[config.mk]
export PLATFORM = sky130hd
export DESIGN_NAME = serial_reply_frame_parser
export DESIGN_NICKNAME = d
export VERILOG_FILES = /design/src/rtl/srfp_pkg.sv /design/src/rtl/srfp_buf.sv /design/src/rtl/srfp_parse.sv /design/src/rtl/serial_reply_frame_parser.sv
export SDC_FILE = /design/constraint.sdc
export NUM_CORES = 1
export LEC_CHECK = 0
export BUFFER_PORTS_ARGS = -buffer_cell sky130_fd_sc_hd__buf_2
export CAP_MARGIN = 20
export CORE_MARGIN = 10
export CORE_UTILIZATION = 65
export CTS_BUF_LIST = sky130_fd_sc_hd__clkbuf_8 sky130_fd_sc_hd__clkbuf_16
export CTS_CLUSTER_DIAMETER = 60
export DETAILED_ROUTE_END_ITERATION = 12
export PLACE_DENSITY = 0.9
export SYNTH_ARGS = -nofsm -noshare
export SYNTH_HDL_FRONTEND = slang
export SYNTH_HIERARCHICAL = 1
export SYNTH_SLANG_ARGS = --single-unit
[constraint.sdc]
create_clock -name i_clk -period 8.15 [get_ports i_clk]
set_input_delay 0.815 -clock i_clk [delete_from_list [all_inputs] [get_ports i_clk]]
set_output_delay 0.815 -clock i_clk [all_outputs]
set_load 0.05 [all_outputs]
[src/rtl/srfp_pkg.sv]
// Shared types and constants for the serial reply frame parser.
package srfp_pkg;

    localparam int RESPONSE_BYTES_DEF = 32;

    localparam logic [7:0] START_MARK = 8'h3B;
    localparam logic [7:0] MIN_LENGTH = 8'd3;
    localparam int         HEADER_BYTES = 3;

    localparam logic [7:0] RST_EXPECTED_SOURCE  = 8'd18;
    localparam logic [7:0] RST_OWN_ADDRESS      = 8'd32;
    localparam logic [7:0] RST_EXPECTED_COMMAND = 8'd1;

    typedef enum logic [2:0] {
        ST_OK         = 3'd0,
        ST_BAD_START  = 3'd1,
        ST_BAD_LENGTH = 3'd2,
        ST_BAD_SUM    = 3'd3,
        ST_MISMATCH   = 3'd4
    } t_status;

    typedef enum logic [1:0] {
        CFG_EXPECTED_SOURCE  = 2'd0,
        CFG_OWN_ADDRESS      = 2'd1,
        CFG_EXPECTED_COMMAND = 2'd2
    } t_cfg_idx;

    typedef struct packed {
        logic [7:0] expected_source;
        logic [7:0] own_address;
        logic [7:0] expected_command;
    } t_cfg;

    typedef struct packed {
        logic       is_status;
        logic [7:0] payload_byte;
        logic [4:0] byte_index;
        t_status    status_code;
        logic [4:0] payload_length;
        logic       last;
    } t_item;

endpackage

[src/rtl/srfp_buf.sv]
// Payload buffer: one write port, one read port with registered read data.
module srfp_buf #(
    parameter int DEPTH = srfp_pkg::RESPONSE_BYTES_DEF - 6,
    parameter int AW    = $clog2(DEPTH)
) (
    input  logic          i_clk,
    input  logic          i_we,
    input  logic [AW-1:0] i_waddr,
    input  logic [7:0]    i_wdata,
    input  logic          i_re,
    input  logic [AW-1:0] i_raddr,
    output logic [7:0]    o_rdata
);

    logic [7:0] r_mem [DEPTH];
    logic [7:0] r_rdata;

    always_ff @(posedge i_clk) begin
        if (i_we) begin
            r_mem[i_waddr] <= i_wdata;
        end
        if (i_re) begin
            r_rdata <= r_mem[i_raddr];
        end
    end

    assign o_rdata = r_rdata;

endmodule

[src/rtl/srfp_parse.sv]
// Frame parser and payload release sequencer around the payload buffer.
module srfp_parse #(
    parameter int RESPONSE_BYTES = srfp_pkg::RESPONSE_BYTES_DEF
) (
    input  logic                 i_clk,
    input  logic                 i_rst_n,
    input  logic                 i_valid,
    input  logic [7:0]           i_rx_byte,
    output logic                 o_stall,
    input  srfp_pkg::t_cfg       i_cfg,
    output srfp_pkg::t_item      o_item,
    output logic                 o_item_valid,
    input  logic                 i_item_ready
);

    localparam int MAX_LENGTH  = RESPONSE_BYTES - 3;
    localparam int STORE_DEPTH = RESPONSE_BYTES - 6;
    localparam int LEN_W       = $clog2(MAX_LENGTH + 1);
    localparam int IDX_W       = $clog2(STORE_DEPTH);
    localparam int PL_W        = $clog2(STORE_DEPTH + 1);
    localparam logic [7:0] MAX_LENGTH_B = 8'(MAX_LENGTH);

    typedef enum logic [4:0] {
        PH_HUNT   = 5'b00001,
        PH_LENGTH = 5'b00010,
        PH_BODY   = 5'b00100,
        PH_READ   = 5'b01000,
        PH_PUSH   = 5'b10000
    } t_phase;

    t_phase          r_phase, n_phase;
    logic [LEN_W-1:0] r_flen, n_flen;
    logic [LEN_W-1:0] r_pos, n_pos;
    logic [7:0]      r_sum, n_sum;
    logic            r_mis, n_mis;
    logic [PL_W-1:0] r_plen, n_plen;
    logic [PL_W-1:0] r_rd_idx, n_rd_idx;
    logic            r_pend_valid, n_pend_valid;
    srfp_pkg::t_item r_pend, n_pend;

    logic             accept;
    logic             take_input;
    logic             buf_we;
    logic [IDX_W-1:0] buf_waddr;
    logic             buf_re;
    logic [7:0]       buf_rdata;
    logic [7:0]       sum_next;
    logic             mis_next;

    srfp_buf #(
        .DEPTH (STORE_DEPTH),
        .AW    (IDX_W)
    ) u_buf (
        .i_clk   (i_clk),
        .i_we    (buf_we),
        .i_waddr (buf_waddr),
        .i_wdata (i_rx_byte),
        .i_re    (buf_re),
        .i_raddr (r_rd_idx[IDX_W-1:0]),
        .o_rdata (buf_rdata)
    );

    assign take_input = !r_pend_valid
                        && (r_phase == PH_HUNT || r_phase == PH_LENGTH || r_phase == PH_BODY);
    assign o_stall    = !take_input;
    assign accept     = i_valid && take_input;

    assign sum_next  = r_sum + i_rx_byte;
    assign buf_waddr = IDX_W'(r_pos - LEN_W'(srfp_pkg::HEADER_BYTES));

    always_comb begin
        mis_next = r_mis;
        if (r_pos == LEN_W'(0)) begin
            mis_next = r_mis || (i_rx_byte != i_cfg.expected_source);
        end else if (r_pos == LEN_W'(1)) begin
            mis_next = r_mis || (i_rx_byte != i_cfg.own_address);
        end else if (r_pos == LEN_W'(2)) begin
            mis_next = r_mis || (i_rx_byte != i_cfg.expected_command);
        end
    end

    always_comb begin
        o_item_valid = r_pend_valid || (r_phase == PH_PUSH);
        if (r_phase == PH_PUSH) begin
            o_item.is_status      = 1'b0;
            o_item.payload_byte   = buf_rdata;
            o_item.byte_index     = 5'(r_rd_idx);
            o_item.status_code    = srfp_pkg::ST_OK;
            o_item.payload_length = 5'(r_plen);
            o_item.last           = 1'b0;
        end else begin
            o_item = r_pend;
        end
    end

    always_comb begin
        n_phase      = r_phase;
        n_flen       = r_flen;
        n_pos        = r_pos;
        n_sum        = r_sum;
        n_mis        = r_mis;
        n_plen       = r_plen;
        n_rd_idx     = r_rd_idx;
        n_pend_valid = r_pend_valid;
        n_pend       = r_pend;
        buf_we       = 1'b0;
        buf_re       = 1'b0;

        if (r_pend_valid && i_item_ready) begin
            n_pend_valid = 1'b0;
        end

        n_pend.is_status      = 1'b1;
        n_pend.payload_byte   = 8'd0;
        n_pend.byte_index     = 5'd0;
        n_pend.payload_length = 5'd0;
        n_pend.last           = 1'b1;

        unique case (r_phase)
            PH_LENGTH: begin
                if (accept) begin
                    if (i_rx_byte < srfp_pkg::MIN_LENGTH || i_rx_byte > MAX_LENGTH_B) begin
                        n_phase            = PH_HUNT;
                        n_pend_valid       = 1'b1;
                        n_pend.status_code = srfp_pkg::ST_BAD_LENGTH;
                    end else begin
                        n_phase = PH_BODY;
                        n_flen  = i_rx_byte[LEN_W-1:0];
                        n_sum   = i_rx_byte;
                        n_pos   = '0;
                        n_mis   = 1'b0;
                    end
                end
            end
            PH_BODY: begin
                if (accept) begin
                    n_sum = sum_next;
                    n_mis = mis_next;
                    if (r_pos < r_flen) begin
                        buf_we = (r_pos >= LEN_W'(srfp_pkg::HEADER_BYTES));
                        n_pos  = r_pos + LEN_W'(1);
                    end else begin
                        priority if (sum_next != 8'd0) begin
                            n_phase            = PH_HUNT;
                            n_pend_valid       = 1'b1;
                            n_pend.status_code = srfp_pkg::ST_BAD_SUM;
                        end else if (mis_next) begin
                            n_phase            = PH_HUNT;
                            n_pend_valid       = 1'b1;
                            n_pend.status_code = srfp_pkg::ST_MISMATCH;
                        end else begin
                            n_phase  = PH_READ;
                            n_plen   = PL_W'(r_flen - LEN_W'(srfp_pkg::HEADER_BYTES));
                            n_rd_idx = '0;
                        end
                    end
                end
            end
            PH_READ: begin
                if (r_rd_idx == r_plen) begin
                    n_phase               = PH_HUNT;
                    n_pend_valid          = 1'b1;
                    n_pend.status_code    = srfp_pkg::ST_OK;
                    n_pend.payload_length = 5'(r_plen);
                end else begin
                    buf_re  = 1'b1;
                    n_phase = PH_PUSH;
                end
            end
            PH_PUSH: begin
                if (i_item_ready) begin
                    n_rd_idx = r_rd_idx + PL_W'(1);
                    n_phase  = PH_READ;
                end
            end
            default: begin
                n_phase = PH_HUNT;
                if (accept) begin
                    if (i_rx_byte == srfp_pkg::START_MARK) begin
                        n_phase = PH_LENGTH;
                    end else begin
                        n_pend_valid       = 1'b1;
                        n_pend.status_code = srfp_pkg::ST_BAD_START;
                    end
                end
            end
        endcase

        if (!(n_pend_valid && !r_pend_valid)) begin
            n_pend = r_pend;
        end
    end

    always_ff @(posedge i_clk) begin
        if (!i_rst_n) begin
            r_phase      <= PH_HUNT;
            r_flen       <= '0;
            r_pos        <= '0;
            r_sum        <= '0;
            r_mis        <= 1'b0;
            r_pend_valid <= 1'b0;
        end else begin
            r_phase      <= n_phase;
            r_flen       <= n_flen;
            r_pos        <= n_pos;
            r_sum        <= n_sum;
            r_mis        <= n_mis;
            r_pend_valid <= n_pend_valid;
        end
    end

    always_ff @(posedge i_clk) begin
        r_plen   <= n_plen;
        r_rd_idx <= n_rd_idx;
        r_pend   <= n_pend;
    end

endmodule

[src/rtl/serial_reply_frame_parser.sv]
// Top level of the serial reply frame parser: configuration and output register.
//
// Input channel: one received byte per transfer on i_valid / o_stall.
// Output channel: one result item per transfer on o_valid / i_stall. Every
// stray byte, bad length, bad checksum or header mismatch gives one status
// item; a good frame gives its payload bytes in order, then an ok status.
// o_last marks the final item caused by one input byte.
// Configuration: i_cfg_we writes i_cfg_data into register i_cfg_index
// (expected source, own address, expected command); other indexes are ignored.
// Flow: a status item passes through the parser's pending register and then
// the output register. Header and body bytes are taken one per cycle while
// o_stall is low. After the checksum byte of a good frame each payload byte
// is released by one buffer read and one output load, then the ok status.
// While payload is released the input channel stalls.
// Reset clears the parser to hunting for a start byte, empties the output
// register and loads the configuration defaults; the buffer is not cleared.
// When the receiver stalls, the output item holds; one further status item
// waits in a skid register, and then the input channel stalls too.
module serial_reply_frame_parser #(
    parameter int RESPONSE_BYTES = srfp_pkg::RESPONSE_BYTES_DEF
) (
    input  logic       i_clk,
    input  logic       i_rst_n,
    input  logic       i_valid,
    input  logic [7:0] i_rx_byte,
    output logic       o_stall,
    output logic       o_valid,
    input  logic       i_stall,
    output logic       o_is_status,
    output logic [7:0] o_payload_byte,
    output logic [4:0] o_byte_index,
    output logic [2:0] o_status_code,
    output logic [4:0] o_payload_length,
    output logic       o_last,
    input  logic       i_cfg_we,
    input  logic [1:0] i_cfg_index,
    input  logic [7:0] i_cfg_data
);

    srfp_pkg::t_cfg  r_cfg;
    srfp_pkg::t_item r_out;
    logic            r_out_valid;
    srfp_pkg::t_item item;
    logic            item_valid;
    logic            item_ready;

    srfp_parse #(
        .RESPONSE_BYTES (RESPONSE_BYTES)
    ) u_parse (
        .i_clk        (i_clk),
        .i_rst_n      (i_rst_n),
        .i_valid      (i_valid),
        .i_rx_byte    (i_rx_byte),
        .o_stall      (o_stall),
        .i_cfg        (r_cfg),
        .o_item       (item),
        .o_item_valid (item_valid),
        .i_item_ready (item_ready)
    );

    assign item_ready = !r_out_valid || !i_stall;

    always_ff @(posedge i_clk) begin
        if (!i_rst_n) begin
            r_cfg.expected_source  <= srfp_pkg::RST_EXPECTED_SOURCE;
            r_cfg.own_address      <= srfp_pkg::RST_OWN_ADDRESS;
            r_cfg.expected_command <= srfp_pkg::RST_EXPECTED_COMMAND;
        end else if (i_cfg_we) begin
            unique case (i_cfg_index)
                srfp_pkg::CFG_EXPECTED_SOURCE:  r_cfg.expected_source  <= i_cfg_data;
                srfp_pkg::CFG_OWN_ADDRESS:      r_cfg.own_address      <= i_cfg_data;
                srfp_pkg::CFG_EXPECTED_COMMAND: r_cfg.expected_command <= i_cfg_data;
                default: begin
                end
            endcase
        end
    end

    always_ff @(posedge i_clk) begin
        if (!i_rst_n) begin
            r_out_valid <= 1'b0;
        end else if (item_ready) begin
            r_out_valid <= item_valid;
        end
    end

    always_ff @(posedge i_clk) begin
        if (item_ready && item_valid) begin
            r_out <= item;
        end
    end

    assign o_valid          = r_out_valid;
    assign o_is_status      = r_out.is_status;
    assign o_payload_byte   = r_out.payload_byte;
    assign o_byte_index     = r_out.byte_index;
    assign o_status_code    = r_out.status_code;
    assign o_payload_length = r_out.payload_length;
    assign o_last           = r_out.last;

endmodule

==> Word-level counts from Yosys, hierarchy flattened <==
Memories as Yosys holds them, arrays and structs flattened. A register that Yosys moved wholly into a read port is not among the register bits.
Index checks and enable logic that the tools add are counted.
W data, S select, Z words.
{ "classes": {"reduce_logical": 34, "add_sub_neg": 5, "order_cmp": 4, "bitwise": 5, "mux": 62, "eq_ne": 26} }
{ "ops": {"columns": ["op", "n"], "rows": [
  ["$mux W5", 16],
  ["$mux W8", 4],
  ["$mux W3", 9],
  ["$ne A8 B8 Y1", 3],
  ["$mux W1", 23],
  ["$pmux W5 S2", 2],
  ["$pmux W5 S4", 1],
  ["$pmux W8 S2", 1],
  ["$ne A2 B2 Y1 const B", 7],
  ["$pmux W3 S4", 1],
  ["$add A5 B1 Y5 const B", 2],
  ["$eq A5 B1 Y1 const B", 2],
  ["$eq A5 B2 Y1 const B", 2],
  ["$reduce_and A10 Y1", 1],
  ["$reduce_and A5 Y1", 2],
  ["$sub A5 B2 Y5 const B", 2],
  ["$add A8 B8 Y8", 1],
  ["$eq A8 B6 Y1 const B", 1],
  ["$gt A8 B5 Y1 const B", 1],
  ["$logic_or A1 B1 Y1", 8],
  ["$lt A8 B2 Y1 const B", 1],
  ["$reduce_and A2 Y1", 4],
  ["$reduce_and A4 Y1", 2],
  ["$reduce_bool A8 Y1", 1],
  ["other kinds (24)", 39]
]} }
{ "totals": {"output_inout_bits": 25, "input_bits": 23, "ramBits": 208, "wordCells": 156, "reg_bits": 90, "n_memories": 1} }
{ "memory_table": {"columns": ["name", "words", "width", "read_ports", "rd_clocked_by_memory_dff", "wr", "line_no", "source"], "rows": [
  ["u_parse.u_buf.r_mem", 26, 8, 1, 1, 1, "srfp_buf.sv:15", "logic [7:0] r_mem [DEPTH];"]
]} }

==> Depth between registers and ports, before layout <==
Gate-level depths: netlist of the first run.
{ "logic_depth": {"depth_word": 12, "ltp_mapped": 9, "mapped_depth_nobuf": 9} }

==> Modules after synthesis <==
Netlist of the first run, hierarchy kept.
{ "modules_own_cells": {"columns": ["module", "seq_area_each_um2", "n_inst", "cells_per_inst", "area_each_um2"], "rows": [
  ["srfp_buf", 6486.2, 1, 473, 8544.4],
  ["srfp_parse", 1041.0, 1, 353, 3099.2],
  ["serial_reply_frame_parser", 1191.1, 1, 120, 1674.1]
]} }

==> Worst setup path before layout of the first run <==
No wires, ideal clock.
{ "synth_timing": {"path_type": "input to register", "startpoint": "input i_rx_byte[0]", "endpoint": "register u_parse.r_plen[0] (enable)", "arrival_ns": 3.178, "cell_stages": 9, "required_ns": 7.776, "slack_ns": 4.598, "path_cell_list": "ha_1 > fa_1 > a21o_1 > a21oi_2 > xnor2_1 > or3_1 > nor4b_1 > nand2_1 > nor3_1"} }
{ "synth_between": {"elab_chain_cells": 7, "elab_cells_between_ends": 14} }
{ "synth_rtl": {"columns": ["item", "line_no", "source"], "rows": [
  ["from (decl)", "serial_reply_frame_parser.sv:25", "input logic [7:0] i_rx_byte,"],
  ["branches (longest 6 deep; another with $add A8 B8 Y8)", null, null],
  ["$reduce_and A5 Y1 (no source line) *", null, null],
  ["to (signal assigned)", "srfp_parse.sv:213", "r_plen <= n_plen;"],
  ["to (decl)", "srfp_parse.sv:36", "logic [PL_W-1:0] r_plen, n_plen;"]
]} }
Every way passes the cells marked *.
A chain may end at the register's enable or synchronous reset.

==> Worst setup path after layout of the first run <==
{ "layout_timing": {"startpoint": "input i_rx_byte[0]", "endpoint": "register u_parse.r_plen[3] (enable)"} }
Same word-level chain as after synthesis.

==> results.sh, run 1 <==
export IMPL_status="finished, final reports clean"
export IMPL_grt_usage_pct=20.7
export IMPL_num_antenna_cells=0
export IMPL_p_clk_share_pct=42.6
export IMPL_hold_class="flop to flop"
export IMPL_core_sq_um=20200
export IMPL_worstSetupPathType="input port to flop"
export IMPL_dr_total_vias=8021
export IMPL_multi_input_area_sq_um=4260
export IMPL_synth_area_per_cell_sq_um=14.1
export IMPL_grt_pass1_vias=7946
export IMPL_syn_inst=946
export IMPL_worstReg2RegStart="u_parse/r_pos[2]$_SDFFE_PN0P_"
export IMPL_die_x_microns=163
export IMPL_synthFlopType="edfxtp_1"
export IMPL_final_common_cell="edfxtp_1"
export IMPL_fin_crit_sh_pct=48.5
export IMPL_fin_util_pct=72.6
export IMPL_clk_latency_ns=0.57
export IMPL_tritoncts="built"
export IMPL_area_growth_pct=9.90
export IMPL_ys_ff_latch=307
export IMPL_synth_cell_type_count=69
export IMPL_drt_pass1_iterations=5
export IMPL_fin_skew_ns=0.0293
export IMPL_final_cell_mix="edfxtp_1 (257), mux2i_1 (99), nand2_1 (91), nor2_1 (55), dfxtp_1 (50)"
export IMPL_drtIter0Drc=923
export IMPL_power_switching_mw=0.635
export IMPL_switching_share_pct=20.1
export IMPL_synthesis_area_sq_um=13300
export IMPL_hp_start="r_cfg[19]$_SDFFE_PN0P_"
export IMPL_finalSetupViolations=0
export IMPL_combPwrFrac_pct=3.2
export IMPL_period_minus_slack_ns=3.96
export IMPL_crit_start="i_rx_byte[0]"
export IMPL_gp_congestion=0.879
export IMPL_h_tree_depth=1
export IMPL_path_clk_slew_ns=0.06
export IMPL_drive_gt1_share_pct=13.1
export IMPL_antenna_found_initial=0
export IMPL_start_util_pct=66.0
export IMPL_rsz0062_at_grt="false"
export IMPL_cts_setup_buffers=0
export IMPL_worstMarginPinSlew_ns=1.01
export IMPL_dieHeight_microns=163
export IMPL_synth_edf_count=257
export IMPL_fmax_ghz=0.253
export IMPL_cp_max_fo=33
export IMPL_cts_buffer_depth=3
export IMPL_dp_hpwl_microns=17500
export IMPL_cts_root_buf="clkbuf_16"
export IMPL_yosys_warnings=6
export IMPL_synth_top_family_by_area="multiplexers"
export IMPL_grt_max_degree=57
export IMPL_yosys_area_share_simple_pct=10.3
export IMPL_cp_start_kind="input port"
export IMPL_synth_fa_ha_area_share_pct=1.75
export IMPL_cts_inserted_buffers=30
export IMPL_tns_ns=0
export IMPL_routedWlPerCell_microns=22.2
export IMPL_hold_ws_ns=0.473
export IMPL_cts_sinks=307
export IMPL_total_power_mw=3.16
export IMPL_fillers=1228
export IMPL_row_count=52
export IMPL_slew_violations=0
export IMPL_cts_resized_gates=0
export IMPL_synth_mux_area_share_pct=11.0
export IMPL_port_buffers=47
export IMPL_drv_cap=0
export IMPL_drt_total_wl_microns=28300
export IMPL_ff_latch_area_sq_um=8720
export IMPL_crit_required_ns=8.36
export IMPL_ctsHoldBuffers=0
export IMPL_drc=0
export IMPL_fin_nets=1019
export IMPL_ios=48
export IMPL_p_per_area_nw_per_um2=216
export IMPL_synth_yosys_seq_area_share_pct=65.5
export IMPL_finalHoldViolCount=0
export IMPL_power_leakage_nw=5.48
export IMPL_synthArstFlopShare_pct=0
export IMPL_vias_per_cell=6.31
export IMPL_grt_pass1_wl_microns=43800
export IMPL_synth_nets=987
export IMPL_peakVddDrop_mv=0.186
export IMPL_synth_xor_area_share_pct=3.22
export IMPL_postRouteAntennaNets=0
export IMPL_grt_overflow_total=0
export IMPL_worstSetupEndpointType="flop"
export IMPL_seq_power_share_pct=54.2
export IMPL_worstPathArrival_ns=4.17
export IMPL_fp_dieArea_sq_um=26600
export IMPL_synth_compound_area_share_pct=5.67
export IMPL_p_int_mw=2.53
export IMPL_relSlewSlack_pct=32.7
-- kinds of logic (layout without fill, tap and decap cells) --
family	after synthesis	in the layout
mux	123	123
simple gates	275	275
xor+xnor	49	49
fa+ha+maj	18	18
buf+inv	66	121
flops	307	307
compound gates	108	108
-- power groups by stage --
| stage | clock, mW | sequential (mW) | combinational (mW) |
|---|---|---|---|
| 2_1_floorplan | 0 | 1.77 | 0.0432 |
| 3_3_place_gp | 0 | 1.75 | 0.0959 |
| 3_5_place_dp | 0 | 1.75 | 0.0990 |
| 4_1_cts | 1.36 | 1.72 | 0.100 |
| 5_1_grt | 1.42 | 1.72 | 0.108 |
| 6_report | 1.35 | 1.72 | 0.100 |
-- Yosys cell counts, drive strengths merged (16+ instances only) --
library cell,n,area [sq um]
clkbuf,19,71.3
edfxtp,257,7720
and2,27,169
nand2,91,342
mux4,16,387
ha,17,213
xor2,18,158
nand3,33,165
dfxtp,50,1000
mux2i,99,991
o21ai,17,88.8
a21oi,29,164
buf,32,210
nor2,56,213
xnor2,31,272
a22oi,17,128
-- sequential cells by signal, summed over array words and instances, names as in the netlist --
register               flops
u_parse/r_pend_valid       1
u_parse/u_buf/r_mem      208
o_payload_length           5
u_parse/r_plen             5
r_cfg                     24
o_is_status                1
u_parse/r_pend             8
u_parse/r_pos              5
o_payload_byte             8
u_parse/r_flen             5
u_parse/u_buf/o_rdata      8
u_parse/r_rd_idx           5
o_valid                    1
u_parse/r_mis              1
o_last                     1
o_byte_index               5
u_parse/r_phase            5
o_status_code              3
u_parse/r_sum              8
-- per-stage QoR --
| step | instance area [sq um] | instances | setup WS, ns |
|---|---|---|---|
| 2_1_floorplan | 13300 | 946 | 4.60 |
| 3_3_place_gp | 13600 | 1216 | 3.96 |
| 3_5_place_dp | 13600 | 1216 | 3.73 |
| 4_1_cts | 14600 | 1271 | 4.30 |
| 5_1_grt | 14600 | 1271 | 3.97 |
| 6_report | 14600 | 1271 | 4.19 |
-- critical path, stage by stage --
cell,delay (ns)
buf_2,0.50
ha_1,0.32
fa_1,0.45
or3_1,0.37
or3_1,0.36
nor4b_1,0.52
nand2_1,0.19
nor3_1,0.62
-- metal layers --
metal  part of all wire (%)  vias up  GRT usage [%]  routed length [microns]
met3                    7.0       88           2.92                     1980
met2                     50      394           34.5                    14000
met5                      0        -              0                        0
met1                     40     3951           27.5                    11200
li1                       -     3588              -                        -
met4                    3.7        0           7.25                     1030
-- layout make-up --
type                    count  share of cell area [%]
repair buffers             51                    1.81
inverters                  15                   0.385
well taps                 270                    2.31
clock buffers              37                    5.79
flip-flops and latches    307                    59.6
clock inverters            18                    1.03
multi-input cells         573                    29.1
-- final timing paths --
kind | to | slack [ns] | cells after the start
max | u_parse/r_plen[3]$_DFFE_PP_ | 4.19 | 8
min | r_cfg[19]$_SDFFE_PN0P_ | 0.47 | 2
max reg2reg | u_parse/u_buf/r_mem[20][3]$_DFFE_PP_ | 4.42 | 7
min reg2reg | r_cfg[19]$_SDFFE_PN0P_ | 0.47 | 2
(Power assumes the default switching activity.)
==> run 2, diff against run 1 <==
- CORE_UTILIZATION: 65 -> 56
- PLACE_DENSITY: 0.9 -> 0.83
- clock period: 8.15 -> 3.53 ns (I/O delays scaled with it)
==> run 2 against run 1 <==
First-iteration DRC count fell by 14%. Total power up 130%. Global-route usage decreased by 2.4 points. Largest power group unchanged.
==> results.sh, run 2 (same netlist as run 1, synthesis figures left out) <==
export IMPL_cts_sinks=307
export IMPL_vias_per_cell=5.85
export IMPL_gp_congestion=0.932
export IMPL_tns_ns=0
export IMPL_worstPathArrival_ns=3.44
export IMPL_dr_total_vias=7957
export IMPL_cts_inserted_buffers=30
export IMPL_worstMarginPinSlew_ns=1.00
export IMPL_h_tree_depth=1
export IMPL_start_util_pct=56.9
export IMPL_slowest_stage="nor2_1"
export IMPL_cts_resized_gates=0
export IMPL_core_sq_um=23400
export IMPL_cp_max_fo=9
export IMPL_drt_total_wl_microns=28300
export IMPL_cts_setup_buffers=0
export IMPL_slowest_delay_ns=0.68
export IMPL_antenna_found_initial=0
export IMPL_peakVddDrop_mv=0.327
export IMPL_fin_nets=1060
export IMPL_final_cell_mix="edfxtp_1 (257), mux2i_1 (99), nand2_1 (91), nor2_1 (55), dfxtp_1 (50)"
export IMPL_cts_buffer_depth=3
export IMPL_power_leakage_nw=5.66
export IMPL_worstSetupPathType="flop to flop"
export IMPL_status="finished, final reports clean"
export IMPL_drtIter0Drc=790
export IMPL_final_cells=1361
export IMPL_grt_pass1_wl_microns=44800
export IMPL_worstReg2RegStart="u_parse/r_pos[2]$_SDFFE_PN0P_"
export IMPL_worstSetupEndpointType="flop"
export IMPL_reg_largest_list="u_parse/u_buf/r_mem (208), r_cfg (24)"
export IMPL_grt_pass1_vias=8072
export IMPL_fin_skew_ns=0.0322
export IMPL_dieHeight_microns=174
export IMPL_fmax_ghz=0.310
export IMPL_cts_root_buf="clkbuf_16"
export IMPL_drive_gt1_share_pct=16.3
export IMPL_drt_pass1_iterations=6
export IMPL_postRouteAntennaNets=0
export IMPL_drv_cap=0
export IMPL_grt_overflow_total=0
export IMPL_path_clk_slew_ns=0.06
export IMPL_area_growth_pct=12.1
export IMPL_largest_register="u_parse/u_buf/r_mem"
export IMPL_fillers=1641
export IMPL_grt_usage_pct=18.3
export IMPL_fp_dieArea_sq_um=30400
export IMPL_ctsHoldBuffers=0
export IMPL_clk_latency_ns=0.58
export IMPL_rsz0062_at_grt="false"
export IMPL_dp_hpwl_microns=18500
export IMPL_tritoncts="built"
export IMPL_place_inst=1306
export IMPL_num_antenna_cells=0
export IMPL_ios=48
export IMPL_row_count=56
export IMPL_path_cells="ha_1, a21o_1, a31oi_1, o211ai_1, a211oi_1, nand3b_1, nor2_1"
export IMPL_relSlewSlack_pct=33.1
export IMPL_final_common_cell="edfxtp_1"
export IMPL_total_power_mw=7.17
export IMPL_port_buffers=47
export IMPL_die_x_microns=174
export IMPL_crit_required_ns=3.74
export IMPL_hold_class="input port to flop"
export IMPL_finalHoldViolCount=0
export IMPL_hp_start="i_stall"
export IMPL_period_minus_slack_ns=3.23
export IMPL_p_per_area_nw_per_um2=480
export IMPL_fin_crit_sh_pct=91.5
export IMPL_slew_violations=0
export IMPL_drc=0
export IMPL_finalSetupViolations=0
export IMPL_grt_max_degree=37
export IMPL_cp_start_kind="flop"
export IMPL_largest_reg_flops=208
export IMPL_crit_start="u_parse/r_pos[2]$_SDFFE_PN0P_"
export IMPL_routedWlPerCell_microns=20.8
[run 2: cell types whose count changed in the layout (fill, tap and decap cells not counted)]
cell	change
clkinv_2	+3
clkinvlp_2	-1
inv_1	-1
buf_4	+41
inv_4	+1
clkbuf_8	-6
clkinv_1	+3
clkinvlp_4	+1
inv_8	+1
bufinv_16	-1
[run 2: routing by layer]
metal / GRT usage [%] / vias up / part of all wire (%)
met4: 6.80 / 0 / 3.6
met2: 32.0 / 296 / 50
met3: 2.75 / 64 / 5.7
li1: - / 3682 / -
met1: 22.6 / 3915 / 40
met5: 0 / - / 0
[run 2: path summary, 6_finish.rpt]
| path | end | slack (ns) | cells past startpoint |
|---|---|---|---|
| worst max-delay path | u_parse/u_buf/r_mem[2][4]$_DFFE_PP_ | 0.30 | 7 |
| worst min-delay path | o_valid$_SDFFE_PN0P_ | 0.05 | 3 |
| worst max register to register | u_parse/u_buf/r_mem[2][4]$_DFFE_PP_ | 0.30 | 7 |
| worst min register to register | r_cfg[12]$_SDFFE_PN0P_ | 0.47 | 2 |
[run 2: report_power, final]
group	internal (mW)	switching [mW]
registers	3.95	0.0121
clock network	1.64	1.32
logic	0.0668	0.180
[run 2: final cells by class]
| class | instances | area [sq um] | share of cell area (%) |
|---|---|---|---|
| clock inverters | 24 | 163 | 1.09 |
| multi-input cells | 573 | 4260 | 28.5 |
| well taps | 319 | 399 | 2.67 |
| flip-flops and latches | 307 | 8720 | 58.4 |
| clock buffers | 31 | 764 | 5.12 |
| repair buffers | 92 | 573 | 3.84 |
| inverters | 15 | 56.3 | 0.377 |
[run 2: critical path: cells and delay by family (launching register included)]
kind | cells | cell delay [ns]
adder cells (fa/ha/maj) | 1 | 0.31
flip-flops | 1 | 0.50
AND/OR/NAND/NOR | 2 | 1.04
AO/OA/AOI/OAI | 4 | 1.05
[run 2: through the flow]
stage	hold slack [ns]	setup slack, ns	utilization, %	area [sq um]
2_1_floorplan	0.446	0.129	-	13300
3_3_place_gp	0.455	0.178	59.9	14000
3_5_place_dp	0.466	0.110	59.9	14000
4_1_cts	0.0310	0.337	63.8	14900
5_1_grt	0.0916	0.0713	63.8	14900
6_report	0.0456	0.301	63.8	14900
